File: config.mk
export PLATFORM = sky130hd
export DESIGN_NAME = weighted_median_select_unit_flat
export DESIGN_NICKNAME = d
export VERILOG_FILES = /design/src/hdl/wms_pkg.sv /design/src/hdl/wms_ifs.sv /design/src/hdl/weighted_median_select_unit.sv /design/src/hdl/wms_ram.sv /design/src/flat_wrapper.sv
export VERILOG_INCLUDE_DIRS = /design/src /design/src/hdl
export SDC_FILE = /design/constraint.sdc
export NUM_CORES = 2
export LEC_CHECK = 0
export BUFFER_PORTS_ARGS = -buffer_cell sky130_fd_sc_hd__buf_2
export CAP_MARGIN = 20
export CORE_MARGIN = 1.5
export CORE_UTILIZATION = 55
export DETAILED_ROUTE_END_ITERATION = 7
export PLACE_DENSITY = 0.71
export REMOVE_ABC_BUFFERS = 1
export SYNTH_ARGS = -nofsm -noshare
export SYNTH_HDL_FRONTEND = slang
export SYNTH_SLANG_ARGS = --single-unit
File: constraint.sdc
create_clock -name clk -period 9 [get_ports clk]
set_input_delay 0 -clock clk [delete_from_list [all_inputs] [get_ports clk]]
set_output_delay 0 -clock clk [all_outputs]
set_load 0.01 [all_outputs]
File: src/hdl/assert_macros.svh
// ---------------------------------------------------------------------------
// Assertion macros
// Shared concurrent-assertion shorthands; each expects clk and rst in scope.
// ---------------------------------------------------------------------------
`ifndef ASSERT_MACROS_SVH
`define ASSERT_MACROS_SVH

// Check a condition at every clock edge outside reset.
`define ASSERT_ALWAYS(label, cond) \
  label: assert property (@(posedge clk) disable iff (rst) (cond)) \
    else $error("assertion failed");

// Check that a condition implies another in the same cycle.
`define ASSERT_IMPLIES(label, ante, cons) \
  label: assert property (@(posedge clk) disable iff (rst) (ante) |-> (cons)) \
    else $error("assertion failed");

// Check that a condition implies another in the following cycle.
`define ASSERT_NEXT(label, ante, cons) \
  label: assert property (@(posedge clk) disable iff (rst) (ante) |=> (cons)) \
    else $error("assertion failed");

`endif

File: src/hdl/wms_pkg.sv
// ---------------------------------------------------------------------------
// Weighted median select package
// Sizes, payload types and sequencer states shared across the block.
// ---------------------------------------------------------------------------
`timescale 1ns / 1ps

package wms_pkg;

  localparam int MAX_ITEMS   = 64;
  localparam int VALUE_BITS  = 32;
  localparam int WEIGHT_BITS = 16;

  localparam int IDX_BITS     = (MAX_ITEMS > 1) ? $clog2(MAX_ITEMS) : 1;
  localparam int COUNT_BITS   = $clog2(MAX_ITEMS + 1);
  localparam int SUM_BITS     = WEIGHT_BITS + IDX_BITS;
  localparam int BAL_BITS     = SUM_BITS + 2;
  localparam int BAL_MAG_BITS = SUM_BITS + 1;
  localparam int PAIR_BITS    = VALUE_BITS + WEIGHT_BITS;

  typedef logic signed [VALUE_BITS-1:0] value_t;
  typedef logic [WEIGHT_BITS-1:0]       weight_t;
  typedef logic [COUNT_BITS-1:0]        count_t;
  typedef logic [IDX_BITS-1:0]          idx_t;
  typedef logic [SUM_BITS-1:0]          sum_t;
  typedef logic signed [BAL_BITS-1:0]   bal_t;
  typedef logic [BAL_MAG_BITS-1:0]      bal_mag_t;
  typedef logic [PAIR_BITS-1:0]         pair_t;

  typedef enum logic [3:0] {
    S_LOAD,
    S_START,
    S_FETCH,
    S_LATCH,
    S_SCAN,
    S_DRAIN,
    S_EVAL,
    S_CMP,
    S_FINAL
  } state_t;

endpackage

File: src/hdl/wms_ifs.sv
// ---------------------------------------------------------------------------
// Weighted median select channels
// Valid/ready channels for incoming pairs and outgoing results.
// ---------------------------------------------------------------------------
`timescale 1ns / 1ps

interface wms_sample_if;
  import wms_pkg::*;

  logic    valid;
  logic    ready;
  value_t  sample_value;
  weight_t sample_weight;
  logic    last_of_set;

  modport source (output valid, sample_value, sample_weight, last_of_set, input ready);
  modport sink   (input valid, sample_value, sample_weight, last_of_set, output ready);
endinterface

interface wms_median_if;
  import wms_pkg::*;

  logic   valid;
  logic   ready;
  value_t median_value;
  count_t set_size;
  logic   zero_weight;
  logic   overflowed;

  modport source (output valid, median_value, set_size, zero_weight, overflowed, input ready);
  modport sink   (input valid, median_value, set_size, zero_weight, overflowed, output ready);
endinterface

File: src/hdl/weighted_median_select_unit.sv
// ---------------------------------------------------------------------------
// Weighted median select unit
// Collects (value, weight) pairs and returns the weighted median of each set.
// ---------------------------------------------------------------------------
// Pairs arrive one per transfer on the sample channel and are written to a
// pair RAM at one per cycle; a pair with last_of_set closes the set and the
// unit stops taking pairs until the result is placed in the output register.
// Up to MAX_ITEMS pairs are kept; later ones are dropped and flagged. For a
// set of n kept pairs with nonzero total weight, selection sweeps the
// single RAM read port over all n pairs for each pair to find its rank and
// the weight ranked ahead of it (order by signed value, then weight, then
// arrival), followed by a balance and a compare step. An empty or
// zero-weight set skips the sweep and gives a result of 0. The result waits
// in the output register while the next set loads, so the output side may
// stall without blocking the sample side.
`timescale 1ns / 1ps
`include "assert_macros.svh"

module weighted_median_select_unit (
  input  logic                clk,
  input  logic                rst,
  wms_sample_if.sink          sample,
  wms_median_if.source        median
);
  import wms_pkg::*;

  state_t   state;
  state_t   state_next;

  // Set accumulation
  count_t   count;
  sum_t     total;
  logic     ovf;
  logic     zero_flag;

  // Pivot pair under evaluation and its sweep results
  idx_t     outer_idx;
  idx_t     inner_idx;
  value_t   piv_value;
  weight_t  piv_weight;
  sum_t     below;
  idx_t     rank;
  bal_mag_t bal;

  // Read pipeline tag
  logic     scan_valid;
  idx_t     scan_idx;

  // Best pair so far
  value_t   best_value;
  bal_mag_t best_bal;
  idx_t     best_rank;

  // Output register
  logic     out_valid;
  value_t   out_value;
  count_t   out_size;
  logic     out_zero;
  logic     out_ovf;

  // RAM port
  logic     ram_we;
  idx_t     ram_raddr;
  pair_t    ram_wdata;
  pair_t    ram_rdata;
  value_t   rd_value;
  weight_t  rd_weight;

  logic     in_xfer;
  logic     out_xfer;
  logic     out_free;
  logic     out_load;
  logic     has_room;
  logic     set_empty;
  idx_t     last_idx;
  logic     precedes;
  bal_t     diff;
  bal_mag_t diff_mag;
  logic     better;

  assign in_xfer   = sample.valid && sample.ready;
  assign out_xfer  = median.valid && median.ready;
  assign out_free  = !out_valid || median.ready;
  assign out_load  = (state == S_FINAL) && out_free;
  assign has_room  = count < COUNT_BITS'(MAX_ITEMS);
  assign set_empty = (count == '0) || (total == '0);
  assign last_idx  = IDX_BITS'(count - COUNT_BITS'(1));

  assign sample.ready        = (state == S_LOAD);
  assign median.valid        = out_valid;
  assign median.median_value = out_value;
  assign median.set_size     = out_size;
  assign median.zero_weight  = out_zero;
  assign median.overflowed   = out_ovf;

  // Store each kept pair at the next free slot.
  assign ram_we    = in_xfer && has_room;
  assign ram_wdata = {sample.sample_value, sample.sample_weight};
  assign ram_raddr = (state == S_SCAN) ? inner_idx : outer_idx;

  wms_ram #(
    .WIDTH (PAIR_BITS),
    .DEPTH (MAX_ITEMS)
  ) u_pair_ram (
    .clk   (clk),
    .we    (ram_we),
    .waddr (count[IDX_BITS-1:0]),
    .wdata (ram_wdata),
    .raddr (ram_raddr),
    .rdata (ram_rdata)
  );

  assign rd_value  = value_t'(ram_rdata[PAIR_BITS-1:WEIGHT_BITS]);
  assign rd_weight = ram_rdata[WEIGHT_BITS-1:0];

  // The swept pair ranks ahead of the pivot: smaller value, then smaller
  // weight, and equal pairs keep arrival order.
  always_comb begin
    precedes = 1'b0;
    if (rd_value != piv_value) begin
      precedes = rd_value < piv_value;
    end else if (rd_weight != piv_weight) begin
      precedes = rd_weight < piv_weight;
    end else begin
      precedes = scan_idx < outer_idx;
    end
  end

  // Balance = |2*below + weight - total|.
  assign diff     = BAL_BITS'({below, 1'b0}) + BAL_BITS'(piv_weight) - BAL_BITS'(total);
  assign diff_mag = diff[BAL_BITS-1] ? BAL_MAG_BITS'(-diff) : BAL_MAG_BITS'(diff);

  // Ties go to the pair ranked earlier.
  assign better = (outer_idx == '0) || (bal < best_bal) ||
                  ((bal == best_bal) && (rank < best_rank));

  always_ff @(posedge clk) begin
    if (rst) begin
      state <= S_LOAD;
    end else begin
      state <= state_next;
    end
  end

  always_comb begin
    state_next = state;
    case (state)
      S_LOAD: begin
        if (in_xfer && sample.last_of_set) begin
          state_next = S_START;
        end
      end
      S_START: begin
        state_next = set_empty ? S_FINAL : S_FETCH;
      end
      S_FETCH: begin
        state_next = S_LATCH;
      end
      S_LATCH: begin
        state_next = S_SCAN;
      end
      S_SCAN: begin
        if (inner_idx == last_idx) begin
          state_next = S_DRAIN;
        end
      end
      S_DRAIN: begin
        state_next = S_EVAL;
      end
      S_EVAL: begin
        state_next = S_CMP;
      end
      S_CMP: begin
        state_next = (outer_idx == last_idx) ? S_FINAL : S_FETCH;
      end
      S_FINAL: begin
        if (out_free) begin
          state_next = S_LOAD;
        end
      end
      default: begin
        state_next = S_LOAD;
      end
    endcase
  end

  always_ff @(posedge clk) begin
    if (rst) begin
      count      <= '0;
      total      <= '0;
      ovf        <= 1'b0;
      out_valid  <= 1'b0;
      scan_valid <= 1'b0;
    end else begin
      // Raise valid when a result lands; drop it once the consumer takes it.
      if (out_load) begin
        out_valid <= 1'b1;
      end else if (out_xfer) begin
        out_valid <= 1'b0;
      end

      // Tag each read issued in the sweep; its data lands in the next cycle.
      scan_valid <= (state == S_SCAN);
      scan_idx   <= inner_idx;

      // Accumulate the weight and rank ahead of the pivot.
      if (scan_valid && precedes) begin
        below <= below + SUM_BITS'(rd_weight);
        rank  <= rank + IDX_BITS'(1);
      end

      case (state)
        S_LOAD: begin
          outer_idx <= '0;
          if (in_xfer) begin
            if (has_room) begin
              count <= count + COUNT_BITS'(1);
              total <= total + SUM_BITS'(sample.sample_weight);
            end else begin
              ovf <= 1'b1;
            end
          end
        end
        S_START: begin
          zero_flag <= set_empty;
        end
        S_FETCH: begin
          inner_idx <= '0;
        end
        S_LATCH: begin
          piv_value  <= rd_value;
          piv_weight <= rd_weight;
          below      <= '0;
          rank       <= '0;
        end
        S_SCAN: begin
          inner_idx <= inner_idx + IDX_BITS'(1);
        end
        S_DRAIN: begin
        end
        S_EVAL: begin
          bal <= diff_mag;
        end
        S_CMP: begin
          if (better) begin
            best_value <= piv_value;
            best_bal   <= bal;
            best_rank  <= rank;
          end
          if (outer_idx != last_idx) begin
            outer_idx <= outer_idx + IDX_BITS'(1);
          end
        end
        S_FINAL: begin
          // Hold until the output register is free, then clear the set.
          if (out_free) begin
            out_value <= zero_flag ? value_t'(0) : best_value;
            out_size  <= count;
            out_zero  <= zero_flag;
            out_ovf   <= ovf;
            count     <= '0;
            total     <= '0;
            ovf       <= 1'b0;
          end
        end
        default: begin
        end
      endcase
    end
  end

  // The kept-pair count never passes capacity.
  `ASSERT_ALWAYS(a_count_bound, count <= COUNT_BITS'(MAX_ITEMS))
  // A result transfer into the output register leaves an empty set behind.
  `ASSERT_NEXT(a_set_cleared, (state == S_FINAL) && out_free,
               (count == '0) && (total == '0) && !ovf && out_valid)
  // Read data is tagged only while a sweep is running.
  `ASSERT_IMPLIES(a_scan_window, scan_valid, (state == S_SCAN) || (state == S_DRAIN))
  // A selected pair always has a rank inside the set.
  `ASSERT_IMPLIES(a_rank_bound, (state == S_FINAL) && !zero_flag,
                  COUNT_BITS'(best_rank) < count)

endmodule

File: src/hdl/wms_ram.sv
// ---------------------------------------------------------------------------
// Generic RAM
// One write port and one read port, read data registered.
// ---------------------------------------------------------------------------
`timescale 1ns / 1ps

module wms_ram #(
  parameter int WIDTH = 8,
  parameter int DEPTH = 16
) (
  input  logic                                          clk,
  input  logic                                          we,
  input  logic [((DEPTH > 1) ? $clog2(DEPTH) : 1)-1:0] waddr,
  input  logic [WIDTH-1:0]                              wdata,
  input  logic [((DEPTH > 1) ? $clog2(DEPTH) : 1)-1:0] raddr,
  output logic [WIDTH-1:0]                              rdata
);

  logic [WIDTH-1:0] mem [DEPTH];

  always_ff @(posedge clk) begin
    if (we) begin
      mem[waddr] <= wdata;
    end
    rdata <= mem[raddr];
  end

endmodule
File: src/flat_wrapper.sv
// flat-port wrapper written by rule: the top's interface ports become plain ports
module weighted_median_select_unit_flat import wms_pkg::*;
  (clk, rst, sample_valid, sample_sample_value, sample_sample_weight, sample_last_of_set, sample_ready, median_valid, median_median_value, median_set_size, median_zero_weight, median_overflowed, median_ready);
  wms_sample_if sample_i ();
  wms_median_if median_i ();
  input  logic clk;
  input  logic rst;
  input wire logic [$bits(sample_i.valid)-1:0] sample_valid;
  input wire logic [$bits(sample_i.sample_value)-1:0] sample_sample_value;
  input wire logic [$bits(sample_i.sample_weight)-1:0] sample_sample_weight;
  input wire logic [$bits(sample_i.last_of_set)-1:0] sample_last_of_set;
  output wire logic [$bits(sample_i.ready)-1:0] sample_ready;
  output wire logic [$bits(median_i.valid)-1:0] median_valid;
  output wire logic [$bits(median_i.median_value)-1:0] median_median_value;
  output wire logic [$bits(median_i.set_size)-1:0] median_set_size;
  output wire logic [$bits(median_i.zero_weight)-1:0] median_zero_weight;
  output wire logic [$bits(median_i.overflowed)-1:0] median_overflowed;
  input wire logic [$bits(median_i.ready)-1:0] median_ready;
  assign sample_i.valid = sample_valid;
  assign sample_i.sample_value = sample_sample_value;
  assign sample_i.sample_weight = sample_sample_weight;
  assign sample_i.last_of_set = sample_last_of_set;
  assign sample_ready = sample_i.ready;
  assign median_valid = median_i.valid;
  assign median_median_value = median_i.median_value;
  assign median_set_size = median_i.set_size;
  assign median_zero_weight = median_i.zero_weight;
  assign median_overflowed = median_i.overflowed;
  assign median_i.ready = median_ready;
  weighted_median_select_unit u_core (.clk(clk), .rst(rst), .sample(sample_i), .median(median_i));
endmodule
==> flow_metrics.env <==
export IMPL_tightest_slew_ns=1.24
export IMPL_finalMaxSlewViolations=0
export IMPL_max_cap_violations=0
export IMPL_nNetsFinal=7362
export IMPL_multi_input_area_mm2=0.0312
export IMPL_dr_pass1_iters=8
export IMPL_min_path_type="in2reg"
export IMPL_place_ws_ns=3.66
export IMPL_dr_total_vias=69200
export IMPL_cts_tree="done"
export IMPL_max_slew_margin_pct=17.1
export IMPL_grt_usage_pct=28.2
export IMPL_rows=180
export IMPL_clockBufferDepth=4
export IMPL_finalPower_mw=34.9
export IMPL_clk_latency_ns=0.96
export IMPL_skew_ns=0.0551
export IMPL_root_buffer="clkbuf_16"
export IMPL_layout_setup_ws_ns=3.51
export IMPL_netlist_top_cells_area="edfxtp_1, mux4_2, nand2_1"
export IMPL_netlist_instances=6759
export IMPL_cp_arrival_ns=6.28
export IMPL_yosysTopAreaCellShare_pct=74.3
export IMPL_p_leak_nw=49.6
export IMPL_synthTopCellsByCount="edfxtp_1, mux4_2, nand2_1"
export IMPL_drcViolationCount=1
export IMPL_crit_slowest_cell="nor3_4"
export IMPL_internal_power_mw=26.8
export IMPL_dpl_cell_count=9890
export IMPL_drtAntennaViolNets=0
export IMPL_comb_power_share_pct=9.5
export IMPL_critPathKind="reg2reg"
export IMPL_vdd_drop_max_v=0.000189
export IMPL_p_sw_share_pct=23.1
export IMPL_pwr_share_seq_pct=50.6
export IMPL_drt_total_wl_um=345000
export IMPL_switchingPower_mw=8.06
export IMPL_core_area_mm2=0.241
export IMPL_grt_overflow=0
export IMPL_setup_viol=0
export IMPL_fin_crit_sh_pct=61.1
export IMPL_synth_edf_count=3292
export IMPL_drt_iter0_markers=9293
export IMPL_p_clk_share_pct=39.8
export IMPL_max_stage_delay_ns=0.77
export IMPL_ys_seq_area_share_pct=75.5
export IMPL_io_pins=96
export IMPL_yosysMostFrequentCell="edfxtp_1"
export IMPL_initial_core_util_pct=55.3
export IMPL_clock_sinks=3376
export IMPL_hpwl_um=183000
export IMPL_place_area_mm2=0.139
export IMPL_start_kind="flip-flop"
export IMPL_cp_end_kind="flip-flop"
export IMPL_die_h_um=495
export IMPL_routedWlPerCell_um=32.6
export IMPL_cts_buffers=351
export IMPL_synth_top_area_cell="edfxtp_1"
export IMPL_status="finished with violations"
export IMPL_grt_pass1_wl_um=488000
export IMPL_hold_viol=0
export IMPL_viasPerCell=6.53
export IMPL_synth_warnings=0
export IMPL_async_reset_ff_share_pct=0
export IMPL_fillers=16200
export IMPL_final_core_util_pct=62.6
export IMPL_antennaDiodeCount=0
export IMPL_cp_max_fo=155
export IMPL_area_growth_pct=13.0
export IMPL_cts_resized=0
export IMPL_cts_hold_buffers=62
export IMPL_grt_setup_unrepaired="no"
export IMPL_postCtsSetupBuffers=0
export IMPL_ys_ff_latch=3376
export IMPL_cts_max_level=5
export IMPL_grt_pass1_vias=68600
export IMPL_netlist_area_mm2=0.133
export IMPL_path_cells="nand2b_1, nor3_4, mux2i_4, buf_12, buf_12, buf_4, mux4_2, nand2_1, nand2_1, o21ai_0, o221ai_1"
export IMPL_cp_required_ns=9.78
export IMPL_min_period_ns=5.49
export IMPL_port_buffers=95
export IMPL_seq_area_mm2=0.101
export IMPL_fin_cells=10600
export IMPL_drive_gt1_share_pct=22.3
export IMPL_die_area_mm2=0.245
export IMPL_p_per_area_mw_per_mm2=232
export IMPL_syn_area_per_cell_um2=19.7
export IMPL_final_area_mm2=0.150
export IMPL_grt_max_degree=156
export IMPL_synth_ff_type="edfxtp_1"
export IMPL_gp_congestion=0.816
export IMPL_clkTransAtPathRegs_ns=0.06
export IMPL_die_w_um=495
export IMPL_max_freq_mhz=182
export IMPL_netlist_cell_type_count=72
export IMPL_violations="design-rule violations"
export IMPL_antenna_found_initial=14
-- per-stage QoR --
stage,hold WS [ns],TNS [ns]
after floorplan,0.0691,-3208.14
after global placement,0.296,0
after detailed placement,0.330,0
after CTS,0.0244,0
after global routing,0.0140,0
final,0.00953,0
-- path summary, 6_finish.rpt --
path / startpoint / depth (start not counted) / slack, ns / to
max: u_core.state[1]$_SDFFE_PP0P_ / 11 / 3.51 / u_core.u_pair_ram.rdata[19]$_DFF_P_
min: sample_sample_value[25] / 2 / 0.01 / u_core.u_pair_ram.mem[22][41]$_DFFE_PP_
max reg2reg: u_core.state[1]$_SDFFE_PP0P_ / 11 / 3.51 / u_core.u_pair_ram.rdata[19]$_DFF_P_
min reg2reg: u_core.bal[17]$_DFFE_PP_ / 0 / 0.44 / u_core.best_bal[17]$_DFFE_PP_
-- power groups by stage --
stage	registers, mW	clock network, mW	logic, mW
finish	17.6	13.9	3.33
global route	17.6	14.6	3.57
CTS	17.6	14.0	3.31
detailed placement	18.0	0	3.26
global placement	18.0	0	3.20
floorplan	17.8	0	5.64
-- cell type report --
class,instances,share of cell area [%]
clock buffers,426,6.17
inverters,158,0.394
well taps,3185,2.65
multi-input cells,2891,20.8
clock inverters,197,1.08
repair buffers,364,2.14
flip-flops and latches,3376,66.8
-- per-layer routing --
| layer | track usage [%] | wire (um) |
|---|---|---|
| met4 | 9.77 | 12600 |
| met2 | 43.9 | 163000 |
| met1 | 39.3 | 130000 |
| met3 | 6.79 | 39000 |
| met5 | 0.724 | 300 |
-- placed cells by master, fill, tap and decap left out, types with 70 or more instances in the layout --
cell	n
nor2b_1	99
mux4_2	768
edfxtp_1	3292
a21oi_1	126
dfxtp_1	84
clkinv_1	79
buf_2	95
o21ai_0	135
mux2i_1	145
clkbuf_16	355
clkinv_2	70
nor2_1	103
nand2_1	639
buf_4	155
ha_1	149
nand3_1	134
inv_1	158
-- flip-flops by register name, summed over array words and instances (netlist names), 7 cells and up --
register	flops
u_core.below	22
u_core.u_pair_ram.mem	3072
u_core.bal	23
u_core.piv_value	32
u_core.count	7
u_core.median.median_value	32
u_core.best_value	32
u_core.median.set_size	7
u_core.piv_weight	16
u_core.u_pair_ram.rdata	48
u_core.total	22
u_core.best_bal	23
-- kinds of logic (layout without fill, tap and decap cells) --
family,count (synthesis),after routing,synth area share [%]
adder cells (fa/ha/maj),167,167,1.67
multiplexers,917,917,14.1
AO/OA/AOI/OAI,524,524,2.59
XOR/XNOR,101,101,0.679
buffers and inverters,492,1145,1.48
AND/OR/NAND/NOR,1182,1182,3.94
flip-flops,3376,3376,75.5
-- critical path: cells and delay by family (launching register included) --
kind            cells  cell delay, ns
buf+inv             3            1.65
simple gates        4            1.22
mux                 2            0.93
compound gates      2            0.79
flops               1            0.42
(Power assumes the default switching activity.)
